File: config.mk
export PLATFORM = sky130hd
export DESIGN_NAME = req_ack_link_master
export DESIGN_NICKNAME = d
export VERILOG_FILES = /design/src/rlm_pkg.sv /design/src/req_ack_link_master.sv
export SDC_FILE = /design/constraint.sdc
export NUM_CORES = 1
export LEC_CHECK = 0
export BUFFER_PORTS_ARGS = -buffer_cell sky130_fd_sc_hd__buf_2
export CAP_MARGIN = 10
export CORE_MARGIN = 2
export CORE_UTILIZATION = 55
export DETAILED_ROUTE_END_ITERATION = 10
export GPL_TIMING_DRIVEN = 0
export PLACE_DENSITY = 0.79
export REMOVE_ABC_BUFFERS = 1
export SKIP_CTS_REPAIR_TIMING = 1
export SYNTH_ARGS = -nofsm -noshare
export SYNTH_HDL_FRONTEND = slang
export SYNTH_SLANG_ARGS = --single-unit
File: constraint.sdc
create_clock -name i_clk -period 9.84 [get_ports i_clk]
set_input_delay 0.984 -clock i_clk [delete_from_list [all_inputs] [get_ports i_clk]]
set_output_delay 0.984 -clock i_clk [all_outputs]
set_load 0.03 [all_outputs]
File: src/rlm_pkg.sv
// Types and constants for the REQ/ACK link master.
// No dependencies; used by the top level and its checker.
package rlm_pkg;

    localparam int unsigned COUNT_W = 13;
    localparam int unsigned TICK_W  = 8;
    localparam int unsigned BYTE_W  = 8;

    localparam logic [COUNT_W-1:0] COUNT_MAX      = 13'd8191;
    localparam logic [TICK_W-1:0]  TICK_MAX       = 8'd255;
    localparam logic [COUNT_W-1:0] MAX_LEN_RESET  = 13'd128;
    localparam logic [TICK_W-1:0]  ACK_WAIT_RESET = 8'd5;

    // Configuration register indexes
    localparam logic CFG_MAX_MSG_LEN    = 1'b0;
    localparam logic CFG_ACK_WAIT_TICKS = 1'b1;

    typedef enum logic [1:0] {
        RT_TICK  = 2'd0,
        RT_READ  = 2'd1,
        RT_WRITE = 2'd2,
        RT_XFER  = 2'd3
    } t_req_type;

    typedef enum logic [3:0] {
        ST_NONE   = 4'd0,
        ST_GRANT  = 4'd1,
        ST_DENY   = 4'd2,
        ST_NODATA = 4'd3,
        ST_BUSY   = 4'd4,
        ST_ABORT  = 4'd5,
        ST_RDONE  = 4'd6,
        ST_WDONE  = 4'd7,
        ST_IDLE   = 4'd8
    } t_status;

    typedef enum logic [4:0] {
        PH_IDLE  = 5'b00001,
        PH_ACQ   = 5'b00010,
        PH_READ  = 5'b00100,
        PH_WRITE = 5'b01000,
        PH_REL   = 5'b10000
    } t_phase;

endpackage

File: src/req_ack_link_master.sv
// REQ/ACK/MODE link master: request, ACK wait, byte transfer and release.
// The result is registered; a beat accepted at an edge shows its result from that edge on.
// Throughput: one beat per cycle; the input is taken while the result register
// is empty or being drained in the same cycle.
// Reset (i_rst_n low, synchronous): phase idle, REQ low, counters zero,
// max_msg_len 128, ack_wait_ticks 5. Uses rlm_pkg.
module req_ack_link_master (
    input  logic        i_clk,
    input  logic        i_rst_n,
    // configuration
    input  logic        i_cfg_wr_en,
    input  logic        i_cfg_index,
    input  logic [12:0] i_cfg_data,
    // input channel
    input  logic        i_in_valid,
    output logic        o_in_ready,
    input  logic [1:0]  i_req_type,
    input  logic        i_ack_line,
    input  logic        i_ind_line,
    input  logic [7:0]  i_tx_byte,
    input  logic [7:0]  i_rx_byte,
    input  logic        i_last_byte,
    // result channel
    output logic        o_out_valid,
    input  logic        i_out_ready,
    output logic [3:0]  o_status,
    output logic        o_req_out,
    output logic        o_mode_out,
    output logic        o_port_enable,
    output logic [7:0]  o_port_byte,
    output logic        o_port_byte_valid,
    output logic [12:0] o_byte_count
);

    // configuration registers
    logic [rlm_pkg::COUNT_W-1:0] r_max_len;
    logic [rlm_pkg::TICK_W-1:0]  r_ack_wait;

    // link state
    rlm_pkg::t_phase             r_phase, n_phase;
    logic [rlm_pkg::TICK_W-1:0]  r_wait, n_wait;
    logic [rlm_pkg::COUNT_W-1:0] r_moved, n_moved;
    logic                        r_mode, n_mode;
    logic                        r_req, n_req;

    // result register
    logic                        r_out_valid;
    rlm_pkg::t_status            r_status, n_status;
    logic                        r_port_en, n_port_en;
    logic [rlm_pkg::BYTE_W-1:0]  r_pbyte, n_pbyte;
    logic                        r_pvalid, n_pvalid;

    logic                        accept;
    logic                        is_req;
    logic                        is_xfer;
    logic [rlm_pkg::TICK_W-1:0]  wait_inc;
    logic [rlm_pkg::COUNT_W-1:0] moved_inc;

    assign o_in_ready = !r_out_valid || i_out_ready;
    assign accept     = i_in_valid && o_in_ready;

    assign is_req  = (i_req_type == rlm_pkg::RT_READ) || (i_req_type == rlm_pkg::RT_WRITE);
    assign is_xfer = (i_req_type == rlm_pkg::RT_XFER);

    // saturating tick and byte counters
    assign wait_inc  = (r_wait == rlm_pkg::TICK_MAX) ? r_wait : r_wait + 8'd1;
    assign moved_inc = (r_moved == rlm_pkg::COUNT_MAX) ? r_moved : r_moved + 13'd1;

    // configuration writes
    always_ff @(posedge i_clk) begin
        if (!i_rst_n) begin
            r_max_len  <= rlm_pkg::MAX_LEN_RESET;
            r_ack_wait <= rlm_pkg::ACK_WAIT_RESET;
        end else if (i_cfg_wr_en) begin
            unique case (i_cfg_index)
                rlm_pkg::CFG_MAX_MSG_LEN:    r_max_len  <= i_cfg_data;
                rlm_pkg::CFG_ACK_WAIT_TICKS: r_ack_wait <= i_cfg_data[7:0];
                default:                     r_ack_wait <= r_ack_wait;
            endcase
        end
    end

    // next state and result for the beat on the input
    always_comb begin
        n_phase  = r_phase;
        n_wait   = r_wait;
        n_moved  = r_moved;
        n_mode   = r_mode;
        n_req    = r_req;
        n_status = rlm_pkg::ST_NONE;
        n_pbyte  = '0;
        n_pvalid = 1'b0;
        unique case (r_phase)
            rlm_pkg::PH_IDLE: begin
                if (is_req) begin
                    if (i_ack_line) begin
                        n_status = rlm_pkg::ST_BUSY;
                    end else if (i_req_type == rlm_pkg::RT_READ && !i_ind_line) begin
                        n_status = rlm_pkg::ST_NODATA;
                    end else begin
                        n_mode  = (i_req_type == rlm_pkg::RT_WRITE);
                        n_req   = 1'b1;
                        n_wait  = '0;
                        n_phase = rlm_pkg::PH_ACQ;
                    end
                end
            end
            rlm_pkg::PH_ACQ: begin
                n_wait = wait_inc;
                if (i_ack_line) begin
                    n_status = rlm_pkg::ST_GRANT;
                    n_moved  = '0;
                    n_phase  = r_mode ? rlm_pkg::PH_WRITE : rlm_pkg::PH_READ;
                end else if (wait_inc >= r_ack_wait) begin
                    n_status = rlm_pkg::ST_DENY;
                    n_req    = 1'b0;
                    n_phase  = rlm_pkg::PH_IDLE;
                end else if (is_req) begin
                    n_status = rlm_pkg::ST_BUSY;
                end
            end
            rlm_pkg::PH_READ: begin
                if (is_req) begin
                    n_status = rlm_pkg::ST_BUSY;
                end else if (!i_ack_line) begin
                    n_status = rlm_pkg::ST_RDONE;
                    n_req    = 1'b0;
                    n_phase  = rlm_pkg::PH_REL;
                end else if (is_xfer) begin
                    n_pbyte  = i_rx_byte;
                    n_pvalid = 1'b1;
                    n_moved  = moved_inc;
                    if (moved_inc >= r_max_len) begin
                        n_status = rlm_pkg::ST_RDONE;
                        n_req    = 1'b0;
                        n_phase  = rlm_pkg::PH_REL;
                    end
                end
            end
            rlm_pkg::PH_WRITE: begin
                if (is_req) begin
                    n_status = rlm_pkg::ST_BUSY;
                end else if (is_xfer) begin
                    n_pbyte  = i_tx_byte;
                    n_pvalid = 1'b1;
                    n_moved  = moved_inc;
                    if (!i_ack_line) begin
                        n_status = rlm_pkg::ST_ABORT;
                        n_req    = 1'b0;
                        n_phase  = rlm_pkg::PH_REL;
                    end else if (i_last_byte) begin
                        n_status = rlm_pkg::ST_WDONE;
                        n_req    = 1'b0;
                        n_phase  = rlm_pkg::PH_REL;
                    end
                end else if (!i_ack_line) begin
                    n_status = rlm_pkg::ST_ABORT;
                    n_req    = 1'b0;
                    n_phase  = rlm_pkg::PH_REL;
                end
            end
            rlm_pkg::PH_REL: begin
                if (!i_ack_line) begin
                    n_status = rlm_pkg::ST_IDLE;
                    n_phase  = rlm_pkg::PH_IDLE;
                end else if (is_req) begin
                    n_status = rlm_pkg::ST_BUSY;
                end
            end
            default: begin
                n_phase = rlm_pkg::PH_IDLE;
            end
        endcase
        n_port_en = (n_phase == rlm_pkg::PH_READ) || (n_phase == rlm_pkg::PH_WRITE);
    end

    // state update on an accepted beat
    always_ff @(posedge i_clk) begin
        if (!i_rst_n) begin
            r_phase <= rlm_pkg::PH_IDLE;
            r_wait  <= '0;
            r_moved <= '0;
            r_mode  <= 1'b0;
            r_req   <= 1'b0;
        end else if (accept) begin
            r_phase <= n_phase;
            r_wait  <= n_wait;
            r_moved <= n_moved;
            r_mode  <= n_mode;
            r_req   <= n_req;
        end
    end

    // result valid flag
    always_ff @(posedge i_clk) begin
        if (!i_rst_n) begin
            r_out_valid <= 1'b0;
        end else if (accept) begin
            r_out_valid <= 1'b1;
        end else if (i_out_ready) begin
            r_out_valid <= 1'b0;
        end
    end

    // result payload
    always_ff @(posedge i_clk) begin
        if (accept) begin
            r_status  <= n_status;
            r_port_en <= n_port_en;
            r_pbyte   <= n_pbyte;
            r_pvalid  <= n_pvalid;
        end
    end

    assign o_out_valid       = r_out_valid;
    assign o_status          = r_status;
    assign o_req_out         = r_req;
    assign o_mode_out        = r_mode;
    assign o_port_enable     = r_port_en;
    assign o_port_byte       = r_pbyte;
    assign o_port_byte_valid = r_pvalid;
    assign o_byte_count      = r_moved;

endmodule

=== Word-level counts from Yosys, hierarchy flattened ===
Index checks and enable logic that the tools add are counted.

* Output and inout port bits: 31
* Input port bits: 40
* Word-level logic and storage cells: 135
* Bits in registers: 64

* Add/sub/neg operators: 2
* Equal/unequal tests: 25
* $lt $le $gt $ge: 2
* Multiplexer cells: 74
* Bitwise operators: 3
* Reduce and logical (&&, ||, !) cells: 17

{| class="wikitable"
|+ Operators with widths
! cell !! number
|-
| 13-bit two-way mux || 6
|-
| 5-bit two-way mux || 15
|-
| 8-bit two-way mux || 9
|-
| 13-bit one-hot mux with 3 select lines || 1
|-
| 3-bit two-way mux || 12
|-
| 8-bit one-hot mux with 2 select lines || 2
|-
| 5-bit one-hot mux with 5 select lines || 1
|-
| 1-bit two-way mux || 20
|-
| 4-bit one-hot mux with 5 select lines || 1
|-
| 2-bit inequality test (second input constant) || 9
|-
| 4-bit two-way mux || 4
|-
| 13-bit by 1-bit adder with 13-bit output (second input constant) || 1
|-
| 13-bit equality test (second input constant) || 1
|-
| 13-bit greater-or-equal comparator || 1
|-
| 13-bit AND reduction || 1
|-
| 3-bit inequality test (second input constant) || 4
|-
| 5-bit by 3-bit equality test with 1-bit output (second input constant) || 2
|-
| 5-bit by 4-bit equality test with 1-bit output (second input constant) || 2
|-
| 5-bit AND reduction || 2
|-
| 8-bit by 1-bit adder with 8-bit output (second input constant) || 1
|-
| 8-bit equality test (second input constant) || 1
|-
| 8-bit greater-or-equal comparator || 1
|-
| 6-bit AND reduction || 1
|-
| 5-bit by 1-bit equality test with 1-bit output (second input constant) || 1
|-
| 15 further kinds || 24
|}

=== Depth between registers and ports, before layout ===
* Depth after elaboration: 10
* Depth in mapped cells: 14
* Mapped depth without buffers: 13

=== Least setup slack after synthesis ===
No wires, ideal clock.

* Kind: register -> register
* Start: reg r_moved, in the netlist o_byte_count[0]
* End: reg r_status[1] (netlist: o_status[1]) (data pin)
* Clock period less this slack: 3.503 ns
* Slack: 6.337 ns
* Library setup time: 0.271 ns
* Arrival: 3.232 ns
* Data required time: 9.569 ns
* Path buffers: 0
* Stages on the path, launching flop included: 14
* Cells stage by stage: dfxtp_1 > ha_1 > and3_1 > a311oi_1 > nand3_1 > or2_2 > xnor2_1 > ha_1 > a21oi_1 > nand2_1 > a221oi_1 > a21boi_0 > o211ai_1 > nand4_1

* Cells in the longest elaborated chain, start to end: 8
* Elaborated cells on any way between the ends: 9
* Classes of those cells: add/sub: 1; order compare: 1; eq/ne: 1; mux: 6

{| class="wikitable"
|+ Ends and longest elaborated chain
! what !! RTL line !! RTL
|-
| from (decl) || req_ack_link_master.sv:42 || <nowiki>logic [rlm_pkg::COUNT_W-1:0] r_moved, n_moved;</nowiki>
|-
| from (signal assigned) || req_ack_link_master.sv:188 || <nowiki>r_moved <= n_moved;</nowiki>
|-
| 13-bit by 1-bit adder with 13-bit output / 13-bit equality test (equally long branches) || req_ack_link_master.sv:67 || <nowiki>assign moved_inc = (r_moved == rlm_pkg::COUNT_MAX) ? r_moved : r_moved + 13'd1;</nowiki>
|-
| 13-bit two-way mux (*) || req_ack_link_master.sv:67 ||
|-
| 13-bit greater-or-equal comparator (*) || req_ack_link_master.sv:133 || <nowiki>if (moved_inc >= r_max_len) begin</nowiki>
|-
| 3-bit two-way mux (*) || req_ack_link_master.sv:133 ||
|-
| 3-bit two-way mux (*) || req_ack_link_master.sv:129 || <nowiki>end else if (is_xfer) begin</nowiki>
|-
| 3-bit two-way mux (*) || req_ack_link_master.sv:125 || <nowiki>end else if (!i_ack_line) begin</nowiki>
|-
| 3-bit two-way mux (*) || req_ack_link_master.sv:123 || <nowiki>if (is_req) begin</nowiki>
|-
| 4-bit one-hot mux with 5 select lines (*) || req_ack_link_master.sv:93 || <nowiki>unique case (r_phase)</nowiki>
|-
| net n_status[1] || req_ack_link_master.sv:48 || <nowiki>rlm_pkg::t_status r_status, n_status;</nowiki>
|-
| to (signal assigned) || req_ack_link_master.sv:208 || <nowiki>r_status <= n_status;</nowiki>
|-
| to (decl) || req_ack_link_master.sv:48 ||
|}

Mark *: on every way through the listed nets, which the timed path passes. The rest lies on a longest branch.
A chain may end at the register's enable or synchronous reset.

=== Final worst setup path ===
Ends and elaborated chain as after synthesis.

==> run metrics <==
most used flip-flop cell after synthesis=sky130_fd_sc_hd__dfxtp_1; maximum level of the CTS H-tree=3; final worst path period need=3.937 ns; total gr overflow=0; number of flops mapped to enable cells by yosys=14; sum of buffers and inverters on the critical path=0; arrival time worst endpoint=4.00 ns; starting utilization of the core area=57.25%; Final period util=40.01%; mux cell area share after synthesis=1.088%; startpoint type of the worst setup path=flop; Post-Syn Area per Cell=8.521 um^2; via total after detailed routing=3607; Fmax=0.2540 GHz; number of inserted filler cells in the final layout=622; outcome=finished clean; wire length of the first global-routing pass=14430 um; clk sinks=64; Layout Area Growth over Synthesis=14.72%; die height=88.33 um; ratio of cells with drive above 1 in the final layout=19.92%; setup repair after global routing missed its margin=false; adder-cell share of the synthesized area=8.317%; top cells by instance count after synthesis=sky130_fd_sc_hd__nand2_1 (76), sky130_fd_sc_hd__dfxtp_1 (50), sky130_fd_sc_hd__a21boi_0 (29), sky130_fd_sc_hd__inv_1 (29), sky130_fd_sc_hd__nor2_1 (28); cells along the critical path=ha_1 -> nand3_1 -> nor4_2 -> nor2_1 -> xor2_1 -> ha_1 -> a21oi_1 -> a21boi_0 -> o311ai_0 -> a21boi_0 -> o211ai_1 -> nand4_1; FF/Latch Area=1421 um^2; GRT Resource Usage Total=22.99%; Setup crit end kind=flop; clk_skew=0.008675 ns; master of the slowest instance on the critical path=sky130_fd_sc_hd__nor4_2; total of warnings raised by yosys=0; slack of the critical path=5.903 ns; number of top-level pins=71; HPWL after detailed placement=6367 um; required arrival time at the worst endpoint=9.90 ns; post-synthesis sequential element count=64; largest net degree at the start of global routing=57; clock tree root buffer cell=sky130_fd_sc_hd__clkbuf_8; post-synth cell types=68; initial antenna violation count=0; area of combinational cells with multiple inputs=2298 um^2; area fraction in compound gates after synthesis=22.23%; Static Leakage=1.851 nW; n_diodes=0; buffer depth of the longest clock path=2; number of nets in the layout=588; Std-Cell Core Area=6832 um^2; via density per instance=5.790; largest stage delay on the critical path=0.65 ns; tightest hold margin=0.4653 ns; number of rows created at floorplan=30; most frequent cell after synthesis=sky130_fd_sc_hd__nand2_1; insertion delay of the later-clocked pin in the worst-skew pair=0.33 ns; Die X-Extent=88.33 um; post-route core utilization=65.68%; Die Area=7802 um^2; Routed Wire Length=8875 um; gate count after technology mapping=459; setup violation total in the final timing report=0; Synth async-reset ratio=0%; cell types with the largest area share after synthesis=sky130_fd_sc_hd__dfxtp_1 (26%), sky130_fd_sc_hd__edfxtp_1 (11%), sky130_fd_sc_hd__ha_1 (8.3%), sky130_fd_sc_hd__nand2_1 (7.3%), sky130_fd_sc_hd__a21boi_0 (5.6%); cell type with the largest total area after synthesis=sky130_fd_sc_hd__dfxtp_1; Hold Violations, Final=0; number of global-route vias before repair=3277; pre-CTS setup slack=6.011 ns; number of buffers inserted by port buffering=70; TritonCTS clock tree=built; top cell type's share of synthesized area=25.59%; share of synthesized cell area in and, or, nand and nor gates=23.77%; clock edge transition at the registers on the reported setup and hold paths=0.07 ns; sequential cell area fraction in the yosys report=36.34%; maximum vdd drop=0.06818 mV; post-synthesis instance area=3911 um^2; number of nets still failing antenna checks after routing=0; class of the tightest hold or removal check=flop to flop; Post-route DRC=0; kind of cell adding the most delay to the critical path=compound AO/OA/AOI/OAI gates; largest fanout on the critical path=7; drt wl/cell=14.25 um; final number of max-transition violations=0; relative slew slack=34.00%; CTS buffer count=9; 1st-pass router iterations=5; number of design-rule violations left by the first detailed-router iteration=196; total of max-cap violations=0; largest family of logic cells by synthesized area=simple AND/OR/NAND/NOR gates; worst setup path category=flop to flop; last weighted congestion value of the routability-driven placer=0.9371; Worst Max-Slew Pin Slew=0.9901 ns; xor and xnor fraction of the mapped netlist area=3.359%; sum of negative setup slack=0 ns; areal power density over the cells=125.8 nW/um^2
report_power, final:
part           internal [mW]  total, mW  switching [mW]
registers              0.277      0.282         0.00516
logic                 0.0241     0.0637          0.0395
clock network          0.116      0.219           0.103
total                  0.417      0.565           0.148
registers in the layout, summed over array words and instances, names as in the netlist, 4 cells and up:
signal,cells
o_byte_count,13
r_max_len,13
o_port_byte,8
r_ack_wait,8
r_wait,8
r_phase,5
o_status,4
cell type report:
| class | instances | area share, % |
|---|---|---|
| Clock buffer | 10 | 2.844 |
| Inverter | 29 | 2.426 |
| Tap cell | 96 | 2.677 |
| Timing Repair Buffer | 70 | 7.808 |
| Multi-Input combinational cell | 348 | 51.23 |
| Sequential cell | 64 | 31.68 |
| Clock inverter | 6 | 1.339 |
worst register-to-register path, delay by kind of cell, from the launching register on:
| family | cells | cell delay, ns |
|---|---|---|
| AOI/OAI and AO/OA | 5 | 1.34 |
| and+or+nand+nor | 4 | 1.11 |
| adders and majority gates | 2 | 0.58 |
| DFF | 1 | 0.43 |
| xor gates and xnor gates | 1 | 0.19 |
per-layer routing:
metal | vias up | global-route usage, % | wire [um]
met5 | - | 0 | 0
met4 | 0 | 5.647 | 102
met3 | 12 | 4.664 | 592
met2 | 152 | 38.89 | 4182
met1 | 1671 | 30.24 | 3997
li1 | 1772 | - | -
kinds of logic (layout without fill, tap and decap cells):
group / Yosys count / in the layout
AND/OR/NAND/NOR: 186 / 186
AO/OA/AOI/OAI: 117 / 117
XOR/XNOR: 15 / 15
flip-flops: 64 / 64
adder cells (fa/ha/maj): 26 / 26
multiplexers: 4 / 4
buffers and inverters: 47 / 115
cell usage in the layout (no fill, tap or decap), types with 4 or more instances in the layout:
master,count
sky130_fd_sc_hd__and3_1,4
sky130_fd_sc_hd__a21boi_0,29
sky130_fd_sc_hd__a22o_1,8
sky130_fd_sc_hd__nor2_1,28
sky130_fd_sc_hd__inv_1,29
sky130_fd_sc_hd__nor3_1,8
sky130_fd_sc_hd__xor2_1,6
sky130_fd_sc_hd__dfxtp_1,50
sky130_fd_sc_hd__o21a_1,5
sky130_fd_sc_hd__edfxtp_1,14
sky130_fd_sc_hd__nor2b_1,7
sky130_fd_sc_hd__or4_1,5
sky130_fd_sc_hd__nand2_1,76
sky130_fd_sc_hd__or2_2,5
sky130_fd_sc_hd__a21oi_1,20
sky130_fd_sc_hd__o21ai_0,14
sky130_fd_sc_hd__xnor2_1,9
sky130_fd_sc_hd__nand4_1,10
sky130_fd_sc_hd__clkbuf_8,9
sky130_fd_sc_hd__o22ai_1,4
sky130_fd_sc_hd__nand2b_1,6
sky130_fd_sc_hd__nand3_1,18
sky130_fd_sc_hd__ha_1,26
sky130_fd_sc_hd__buf_2,70
through the flow:
stage	power [mW]	cell area, um^2	cells
after floorplan	0.3265	3829	441
after global placement	0.3491	4299	607
after detailed placement	0.3508	4299	607
after CTS	0.5678	4487	623
after global routing	0.5854	4487	623
final	0.5645	4487	623
final timing paths:
| path | end | startpoint | slack, ns | depth (start not counted) |
|---|---|---|---|---|
| worst min register to register | o_req_out | o_req_out | 0.47 | 2 |
| worst min-delay path | o_req_out | o_req_out | 0.47 | 2 |
| worst max-delay path | o_status[1] | o_byte_count[0] | 5.90 | 12 |
| worst max register to register | o_status[1] | o_byte_count[0] | 5.90 | 12 |
Power figures use the tool's default switching activity.
